===== config.mk =====
export PLATFORM = sky130hd
export DESIGN_NAME = arp_cache_responder_top
export DESIGN_NICKNAME = d
export VERILOG_FILES = /design/src/rtl/core/arpc_pkg.sv /design/src/rtl/core/arpc_regs.sv /design/src/rtl/core/arpc_ctrl.sv /design/src/rtl/core/arpc_dp.sv /design/src/rtl/core/arp_cache_responder_top.sv
export SDC_FILE = /design/constraint.sdc
export NUM_CORES = 2
export LEC_CHECK = 0
export BUFFER_PORTS_ARGS = -buffer_cell sky130_fd_sc_hd__buf_4
export CAP_MARGIN = 20
export CORE_ASPECT_RATIO = 0.7
export CORE_UTILIZATION = 50
export CTS_CLUSTER_SIZE = 8
export DETAILED_ROUTE_END_ITERATION = 12
export GPL_TIMING_DRIVEN = 0
export PLACE_DENSITY = 0.67
export REMOVE_ABC_BUFFERS = 1
export SLEW_MARGIN = 20
export SYNTH_ARGS = -nofsm -noshare
export SYNTH_HDL_FRONTEND = slang
export SYNTH_SLANG_ARGS = --single-unit

===== constraint.sdc =====
create_clock -name clk_i -period 16.6 [get_ports clk_i]
set_input_delay 2.49 -clock clk_i [delete_from_list [all_inputs] [get_ports clk_i]]
set_output_delay 2.49 -clock clk_i [all_outputs]
set_load 0.03 [all_outputs]

===== src/rtl/core/arpc_pkg.sv =====
// ----------------------------------------------------------------------------
// ARP cache package
// Shared types, codes and sizes for the ARP cache responder.
// ----------------------------------------------------------------------------
package arpc_pkg;

  // Table geometry.
  localparam int unsigned ENTRIES = 16;
  localparam int unsigned IDX_W   = (ENTRIES > 1) ? $clog2(ENTRIES) : 1;

  // Configuration port geometry: one 32-bit register.
  localparam int unsigned APB_AW  = 3;
  localparam int unsigned APB_DW  = 32;

  // Register indexes.
  localparam logic REG_OWN_IP = 1'b0;

  // ARP opcode for a request.
  localparam logic [15:0] OPCODE_REQUEST = 16'd1;

  // Command codes.
  typedef enum logic [1:0] {
    CMD_LEARN   = 2'd0,
    CMD_RESOLVE = 2'd1,
    CMD_RECEIVE = 2'd2
  } cmd_e;

  // Input beat.
  typedef struct packed {
    logic [1:0]  cmd;
    logic [31:0] ip_address;
    logic [47:0] hw_address;
    logic [15:0] arp_opcode;
    logic [31:0] tpa_address;
    logic        frame_short;
  } item_t;

  // Result beat.
  typedef struct packed {
    logic        resolve_hit;
    logic [47:0] found_mac;
    logic        frame_dropped;
    logic        reply_send;
    logic [47:0] reply_dest_mac;
    logic [31:0] reply_dest_ip;
  } result_t;

  // Controller states.
  typedef enum logic {
    ST_IDLE = 1'b0,
    ST_EXEC = 1'b1
  } ctrl_state_e;

  // Commands from the controller to the datapath.
  typedef struct packed {
    logic load;
    logic exec;
  } dp_cmd_t;

endpackage


===== src/rtl/core/arpc_regs.sv =====
// ----------------------------------------------------------------------------
// ARP cache configuration registers
// APB-style slave holding the station's own IPv4 address.
// ----------------------------------------------------------------------------
module arpc_regs (
  input  logic                         clk_i,
  input  logic                         rst_ni,
  input  logic                         psel,
  input  logic                         penable,
  input  logic                         pwrite,
  input  logic [arpc_pkg::APB_AW-1:0]  paddr,
  input  logic [arpc_pkg::APB_DW-1:0]  pwdata,
  output logic [arpc_pkg::APB_DW-1:0]  prdata,
  output logic                         pready,
  output logic [31:0]                  own_ip_o
);
  import arpc_pkg::*;

  logic        wr_en;
  logic        reg_idx;
  logic [31:0] own_ip_q;
  logic [31:0] own_ip_d;

  // The port never inserts wait states.
  assign pready  = 1'b1;
  assign reg_idx = paddr[2];
  assign wr_en   = psel && penable && pwrite && pready;

  // Write decode; writes beyond the register list are ignored.
  always_comb begin
    own_ip_d = own_ip_q;
    if (wr_en && (reg_idx == REG_OWN_IP)) begin
      own_ip_d = pwdata;
    end
  end

  always_ff @(posedge clk_i or negedge rst_ni) begin
    if (!rst_ni) begin
      own_ip_q <= '0;
    end else begin
      own_ip_q <= own_ip_d;
    end
  end

  // Read back.
  assign prdata   = (reg_idx == REG_OWN_IP) ? own_ip_q : '0;
  assign own_ip_o = own_ip_q;

endmodule


===== src/rtl/core/arpc_ctrl.sv =====
// ----------------------------------------------------------------------------
// ARP cache controller
// Two-state sequencer: capture a command, then run it against the table.
// ----------------------------------------------------------------------------
module arpc_ctrl (
  input  logic              clk_i,
  input  logic              rst_ni,
  input  logic              start,
  output logic              busy,
  output arpc_pkg::dp_cmd_t dp_cmd_o
);
  import arpc_pkg::*;

  ctrl_state_e state_q;
  ctrl_state_e state_d;

  // State register.
  always_ff @(posedge clk_i or negedge rst_ni) begin
    if (!rst_ni) begin
      state_q <= ST_IDLE;
    end else begin
      state_q <= state_d;
    end
  end

  // Next state and datapath commands.
  always_comb begin
    state_d       = state_q;
    dp_cmd_o.load = 1'b0;
    dp_cmd_o.exec = 1'b0;
    busy          = 1'b0;
    case (state_q)
      ST_IDLE: begin
        if (start) begin
          dp_cmd_o.load = 1'b1;
          state_d       = ST_EXEC;
        end
      end
      ST_EXEC: begin
        busy          = 1'b1;
        dp_cmd_o.exec = 1'b1;
        state_d       = ST_IDLE;
      end
      default: begin
        state_d = ST_IDLE;
      end
    endcase
  end

  // An accepted beat is executed in the very next cycle.
  a_accept_exec: assert property (@(posedge clk_i) disable iff (!rst_ni)
    (start && !busy) |=> dp_cmd_o.exec)
    else $error("accepted command was not executed");

endmodule


===== src/rtl/core/arpc_dp.sv =====
// ----------------------------------------------------------------------------
// ARP cache datapath
// Command capture, associative table with parallel match, and result register.
// ----------------------------------------------------------------------------
module arpc_dp (
  input  logic              clk_i,
  input  logic              rst_ni,
  input  arpc_pkg::dp_cmd_t dp_cmd_i,
  input  arpc_pkg::item_t   item_i,
  input  logic [31:0]       own_ip_i,
  output arpc_pkg::result_t result_o,
  output logic              result_strobe_o
);
  import arpc_pkg::*;

  item_t               item_q;
  logic [ENTRIES-1:0]  valid_q;
  logic [ENTRIES-1:0]  valid_d;
  logic [31:0]         entry_ip_q  [ENTRIES];
  logic [47:0]         entry_mac_q [ENTRIES];
  logic [ENTRIES-1:0]  match;
  logic                any_match;
  logic                any_free;
  logic [IDX_W-1:0]    match_idx;
  logic [IDX_W-1:0]    free_idx;
  logic [IDX_W-1:0]    wr_idx;
  logic                store_en;
  logic                is_request;
  result_t             result_d;
  result_t             result_q;
  logic                strobe_q;

  // Capture the command beat when it is accepted.
  always_ff @(posedge clk_i) begin
    if (dp_cmd_i.load) begin
      item_q <= item_i;
    end
  end

  // Parallel compare against every valid entry.
  always_comb begin
    for (int k = 0; k < ENTRIES; k++) begin
      match[k] = valid_q[k] && (entry_ip_q[k] == item_q.ip_address);
    end
  end

  // Lowest matching slot and lowest free slot.
  always_comb begin
    any_match = 1'b0;
    any_free  = 1'b0;
    match_idx = '0;
    free_idx  = '0;
    for (int k = ENTRIES - 1; k >= 0; k--) begin
      if (match[k]) begin
        any_match = 1'b1;
        match_idx = IDX_W'(k);
      end
      if (!valid_q[k]) begin
        any_free = 1'b1;
        free_idx = IDX_W'(k);
      end
    end
  end

  // Store target: matching entry, else first free slot, else slot zero.
  assign wr_idx   = any_match ? match_idx : (any_free ? free_idx : '0);
  assign store_en = dp_cmd_i.exec &&
                    ((item_q.cmd == CMD_LEARN) ||
                     ((item_q.cmd == CMD_RECEIVE) && !item_q.frame_short));

  // Table payload, written at one address.
  always_ff @(posedge clk_i) begin
    if (store_en) begin
      entry_ip_q[wr_idx]  <= item_q.ip_address;
      entry_mac_q[wr_idx] <= item_q.hw_address;
    end
  end

  // Valid bits, cleared by reset.
  always_comb begin
    valid_d = valid_q;
    if (store_en) begin
      valid_d[wr_idx] = 1'b1;
    end
  end

  always_ff @(posedge clk_i or negedge rst_ni) begin
    if (!rst_ni) begin
      valid_q <= '0;
    end else begin
      valid_q <= valid_d;
    end
  end

  // Result composition; fields a command does not produce stay zero.
  assign is_request = (item_q.arp_opcode == OPCODE_REQUEST) &&
                      (item_q.tpa_address == own_ip_i);

  always_comb begin
    result_d = '0;
    case (item_q.cmd)
      CMD_RESOLVE: begin
        if (any_match) begin
          result_d.resolve_hit = 1'b1;
          result_d.found_mac   = entry_mac_q[match_idx];
        end
      end
      CMD_RECEIVE: begin
        if (item_q.frame_short) begin
          result_d.frame_dropped = 1'b1;
        end else if (is_request) begin
          result_d.reply_send     = 1'b1;
          result_d.reply_dest_mac = item_q.hw_address;
          result_d.reply_dest_ip  = item_q.ip_address;
        end
      end
      default: begin
        result_d = '0;
      end
    endcase
  end

  // Result register and strobe.
  always_ff @(posedge clk_i) begin
    if (dp_cmd_i.exec) begin
      result_q <= result_d;
    end
  end

  always_ff @(posedge clk_i or negedge rst_ni) begin
    if (!rst_ni) begin
      strobe_q <= 1'b0;
    end else begin
      strobe_q <= dp_cmd_i.exec;
    end
  end

  assign result_o        = result_q;
  assign result_strobe_o = strobe_q;

  // An IP address is never held by two valid entries.
  a_unique_ip: assert property (@(posedge clk_i) disable iff (!rst_ni)
    dp_cmd_i.exec |-> $onehot0(match))
    else $error("duplicate IP in table");

  // A result beat carries the outcome of one command kind only.
  a_one_kind: assert property (@(posedge clk_i) disable iff (!rst_ni)
    result_strobe_o |-> !(result_o.resolve_hit && result_o.reply_send) &&
                        !(result_o.frame_dropped && result_o.reply_send))
    else $error("result mixes command outcomes");

  // A miss reports no MAC.
  a_miss_zero: assert property (@(posedge clk_i) disable iff (!rst_ni)
    (result_strobe_o && !result_o.resolve_hit) |-> (result_o.found_mac == '0))
    else $error("MAC reported without a hit");

endmodule


===== src/rtl/core/arp_cache_responder_top.sv =====
// ----------------------------------------------------------------------------
// ARP cache responder
// 16-entry IPv4-to-MAC cache with learn, resolve and ARP receive commands.
//
//   Channel   Handshake                         Beat
//   command   start in, busy out                item_i   (arpc_pkg::item_t)
//   result    result_strobe_o, one cycle        result_o (arpc_pkg::result_t)
//   config    APB psel/penable/pwrite, pready   own_ip at byte address 0
//
// A command is taken when start is high and busy is low. busy is high for
// the one execute cycle that follows, in which the table is searched in
// parallel and updated; the result beat appears in the cycle after that.
// No new command is taken while busy is high, during the execute cycle.
// Reset empties the table and clears own_ip. Results cannot be stalled.
// ----------------------------------------------------------------------------
module arp_cache_responder_top (
  input  logic                         clk_i,
  input  logic                         rst_ni,
  input  logic                         start,
  output logic                         busy,
  input  arpc_pkg::item_t              item_i,
  output arpc_pkg::result_t            result_o,
  output logic                         result_strobe_o,
  input  logic                         psel,
  input  logic                         penable,
  input  logic                         pwrite,
  input  logic [arpc_pkg::APB_AW-1:0]  paddr,
  input  logic [arpc_pkg::APB_DW-1:0]  pwdata,
  output logic [arpc_pkg::APB_DW-1:0]  prdata,
  output logic                         pready
);
  import arpc_pkg::*;

  dp_cmd_t     dp_cmd;
  logic [31:0] own_ip;

  // Configuration registers.
  arpc_regs u_regs (
    .clk_i    (clk_i),
    .rst_ni   (rst_ni),
    .psel     (psel),
    .penable  (penable),
    .pwrite   (pwrite),
    .paddr    (paddr),
    .pwdata   (pwdata),
    .prdata   (prdata),
    .pready   (pready),
    .own_ip_o (own_ip)
  );

  // Sequencer.
  arpc_ctrl u_ctrl (
    .clk_i    (clk_i),
    .rst_ni   (rst_ni),
    .start    (start),
    .busy     (busy),
    .dp_cmd_o (dp_cmd)
  );

  // Table and result datapath.
  arpc_dp u_dp (
    .clk_i           (clk_i),
    .rst_ni          (rst_ni),
    .dp_cmd_i        (dp_cmd),
    .item_i          (item_i),
    .own_ip_i        (own_ip),
    .result_o        (result_o),
    .result_strobe_o (result_strobe_o)
  );

endmodule


==> flow_metrics.py <==
metrics = {
    "timing": {
        "worst_slew_pin_slew_ns": 1.05,
        "max_slew_margin": 0.302,
        "period_needed_ns": 6.62,
        "fin_crit_sh": 0.399,
        "rsz0062_at_grt": "false",
        "fmax_mhz": 151,
        "slew_violations": 0,
        "setup_viol": 0,
        "skew_ns": 0.0337,
        "hold_viol_final": 0,
    },
    "cells_and_area": {
        "syn2layout_area_growth_pct": 22.6,
        "final_area_um2": 78600,
        "n_fill_cell": 8838,
        "layout.nets": 4647,
        "fin_util": 0.620,
        "layout-drive-gt1-share": 0.212,
    },
    "worst_setup_path": {
        "path_delay_family": "simple AND/OR/NAND/NOR gates",
        "max_stage_delay_ns": 0.85,
        "worst_ep_arrival_time_ns": 7.12,
        "cp_cell_sequence": "buf_16 -> buf_8 -> buf_8 -> xnor2_1 -> nand4_1 -> or4_1 -> nor3_1 -> nor2_1 -> a41oi_1 -> or3b_4 -> nand3_1 -> nor2_4 -> buf_12 -> buf_12 -> buf_16",
        "end_kind": "flip-flop",
        "crit_type": "reg2reg",
        "critPathSlowestCell": "edfxtp_1",
        "required_ns": 17.10,
        "crit_buf_inv": 6,
        "start_kind": "flip-flop",
        "path_max_fanout": 21,
    },
    "cts": {
        "cts_buffers": 216,
        "cts_buffer_depth": 3,
        "cts_hold_buf": 0,
        "clock-root-buffer": "clkbuf_16",
        "h-tree-depth": 4,
        "postCtsResizedCells": 0,
        "path_clk_slew_ns": 0.05,
        "numClockSinks": 1592,
        "post_cts_buffers": 0,
        "cts_tree": "yes",
        "clk_latency_ns": 0.82,
    },
    "placed_design": {
        "placed_cell_area_um2": 72800,
        "gp_congestion": 0.845,
        "hpwl_um": 111000,
        "io_buffers": 334,
    },
    "synthesis": {
        "yosys-top-cells-area": "edfxtp_1, xor2_1, xnor2_1",
        "yosys_warnings": 0,
        "yosysTopAreaCellShare": 0.722,
        "async_flop_share": 0.0314,
        "ys.flop_type": "edfxtp_1",
        "netlist_area_um2": 64100,
        "seq_area_frac_synth": 0.741,
        "synth_cell_types": 68,
        "avgSynthCellArea_um2": 16.6,
        "synth.most_common_cell": "edfxtp_1",
        "ys_ff_latch": 1592,
        "synth_common_cells": "edfxtp_1, xor2_1, xnor2_1",
        "synth_edf_count": 1542,
        "synthCells": 3869,
        "synth_top_area_cell": "edfxtp_1",
    },
    "routing": {
        "vias": 37100,
        "drc_errors": 0,
        "drtAntennaViolNets": 0,
        "drt-total-wl_um": 168000,
        "drt_iter0_markers": 4087,
        "via_per_inst": 5.97,
        "drtPass1Iterations": 5,
        "avgRoutedWirePerCell_um": 27.0,
    },
    "floorplan": {
        "io_pins": 338,
        "row_count": 109,
        "die_w_um": 430,
        "core_area_um2": 127000,
        "die_area_um2": 130000,
        "start_util": 0.506,
        "die_h_um": 302,
    },
    "global_routing": {
        "grt_pass1_vias": 36400,
        "grt_pass1_wl_um": 245000,
        "grt_max_degree": 58,
        "grt.total_usage": 0.258,
        "antenna_found_initial": 3,
        "grt_remaining_overflow": 0,
    },
    "status": {
        "status": "finished clean",
    },
    "worst_hold_path": {
        "min_path_type": "reg2reg",
    },
    "power_and_ir_drop": {
        "power_leakage_uw": 0.0270,
        "peakVddDrop_mv": 0.0978,
        "powerDensity_nw_per_um2": 118,
    },
    "job": {
        "drv_cap": 0,
    },
}
sequential cells by signal, summed over array words and instances (netlist names):
| register | count |
|---|---|
| u_dp.result_strobe_o | 1 |
| u_dp.entry_ip_q | 512 |
| u_ctrl.state_q | 1 |
| u_dp.valid_q | 16 |
| u_dp.result_o | 131 |
| u_dp.entry_mac_q | 768 |
| u_regs.own_ip_o | 32 |
| u_dp.item_q | 131 |
logic make-up after synthesis:
kind of cell,Yosys count,synth area share
AOI/OAI and AO/OA,369,0.0428
xor gates and xnor gates,528,0.0721
buffers and inverters,216,0.0185
DFF,1592,0.741
muxes,282,0.0470
other,1,0.0000585
and+or+nand+nor,881,0.0782
metrics by stage:
stage	worst slack [ns]	hold WS [ns]	total power [µW]	setup TNS, ns	instances
4_1_cts	9.96	0.546	9290	0	6211
2_1_floorplan	-4.81	0.489	5050	-2791.92	3674
3_3_place_gp	-18.25	0.527	5310	-	5673
6_report	9.98	0.542	9240	0	6213
3_5_place_dp	9.98	0.535	5390	0	5922
5_1_grt	9.86	0.559	9510	0	6211
worst register-to-register path, cell delays in order, from the launching register on:
cell	delay (ns)
edfxtp_1	0.85
buf_16	0.23
buf_8	0.18
buf_8	0.17
xnor2_1	0.16
nand4_1	0.09
or4_1	0.44
nor3_1	0.76
nor2_1	0.19
a41oi_1	0.71
or3b_4	0.57
nand3_1	0.46
nor2_4	0.77
buf_12	0.29
buf_12	0.22
buf_16	0.19
path summary, 6_finish.rpt:
path	slack, ns	start	cells after the start	end
hold reg to reg	0.54	u_regs.own_ip_o[28]	1	u_regs.own_ip_o[28]
setup reg to reg	9.98	u_dp.item_q[116]	15	u_dp.entry_mac_q[3][14]
max in group asynchronous	14.27	rst_ni	1	u_ctrl.state_q
min in group asynchronous	1.74	rst_ni	1	u_regs.own_ip_o[3]
setup / recovery	9.98	u_dp.item_q[116]	15	u_dp.entry_mac_q[3][14]
hold / removal	0.54	u_regs.own_ip_o[28]	1	u_regs.own_ip_o[28]
layer usage:
| layer | vias up | wire (µm) | global-route usage |
|---|---|---|---|
| met5 | - | 0 | 0 |
| met4 | 0 | 4290 | 0.0862 |
| met3 | 290 | 14800 | 0.0465 |
| met2 | 1808 | 75400 | 0.387 |
| met1 | 18700 | 73100 | 0.383 |
| li1 | 16300 | - | - |
power by group:
group | internal, µW | switching (µW) | total, µW
clock network | 2350 | 1570 | 3920
logic | 249 | 382 | 631
registers | 4580 | 112 | 4690
total | 7180 | 2060 | 9240
cell usage in the layout, fill, tap and decap left out, types with 17 or more instances in the layout:
cell and count:
clkbuf_16 220, nand2_1 109, nor4_1 174, a22o_1 17, mux2i_1 180, o211ai_1 26, and3_1 79, a211o_1 19
clkbuf_1 61, dfrtp_1 49, mux2_2 85, nor2_4 19, nor2_1 85, buf_8 80, buf_16 94, and2_1 75
inv_1 21, o21ai_0 35, buf_12 39, nor3_1 31, nand4_1 117, xor2_1 285, buf_6 19, nand2b_1 29
mux2_4 17, a221o_1 25, nand4b_1 19, o2bb2ai_1 24, a21oi_1 77, nor2b_1 40, nand3_1 36, a221oi_1 66
a211oi_1 18, xnor2_1 243, buf_4 351, edfxtp_1 1542
cell type report:
cell class / instances / area [µm²] / share of cell area
Clock inverter: 8 / 106 / 0.00135
Timing Repair Buffer: 583 / 7420 / 0.0944
Antenna cell: 2 / 5.00 / 0.0000637
Tap cell: 1665 / 2080 / 0.0265
Sequential cell: 1592 / 47600 / 0.605
Inverter: 21 / 78.8 / 0.00100
Clock buffer: 281 / 5730 / 0.0729
Multi-Input combinational cell: 2061 / 15600 / 0.199
Power figures use the tool's default switching activity.
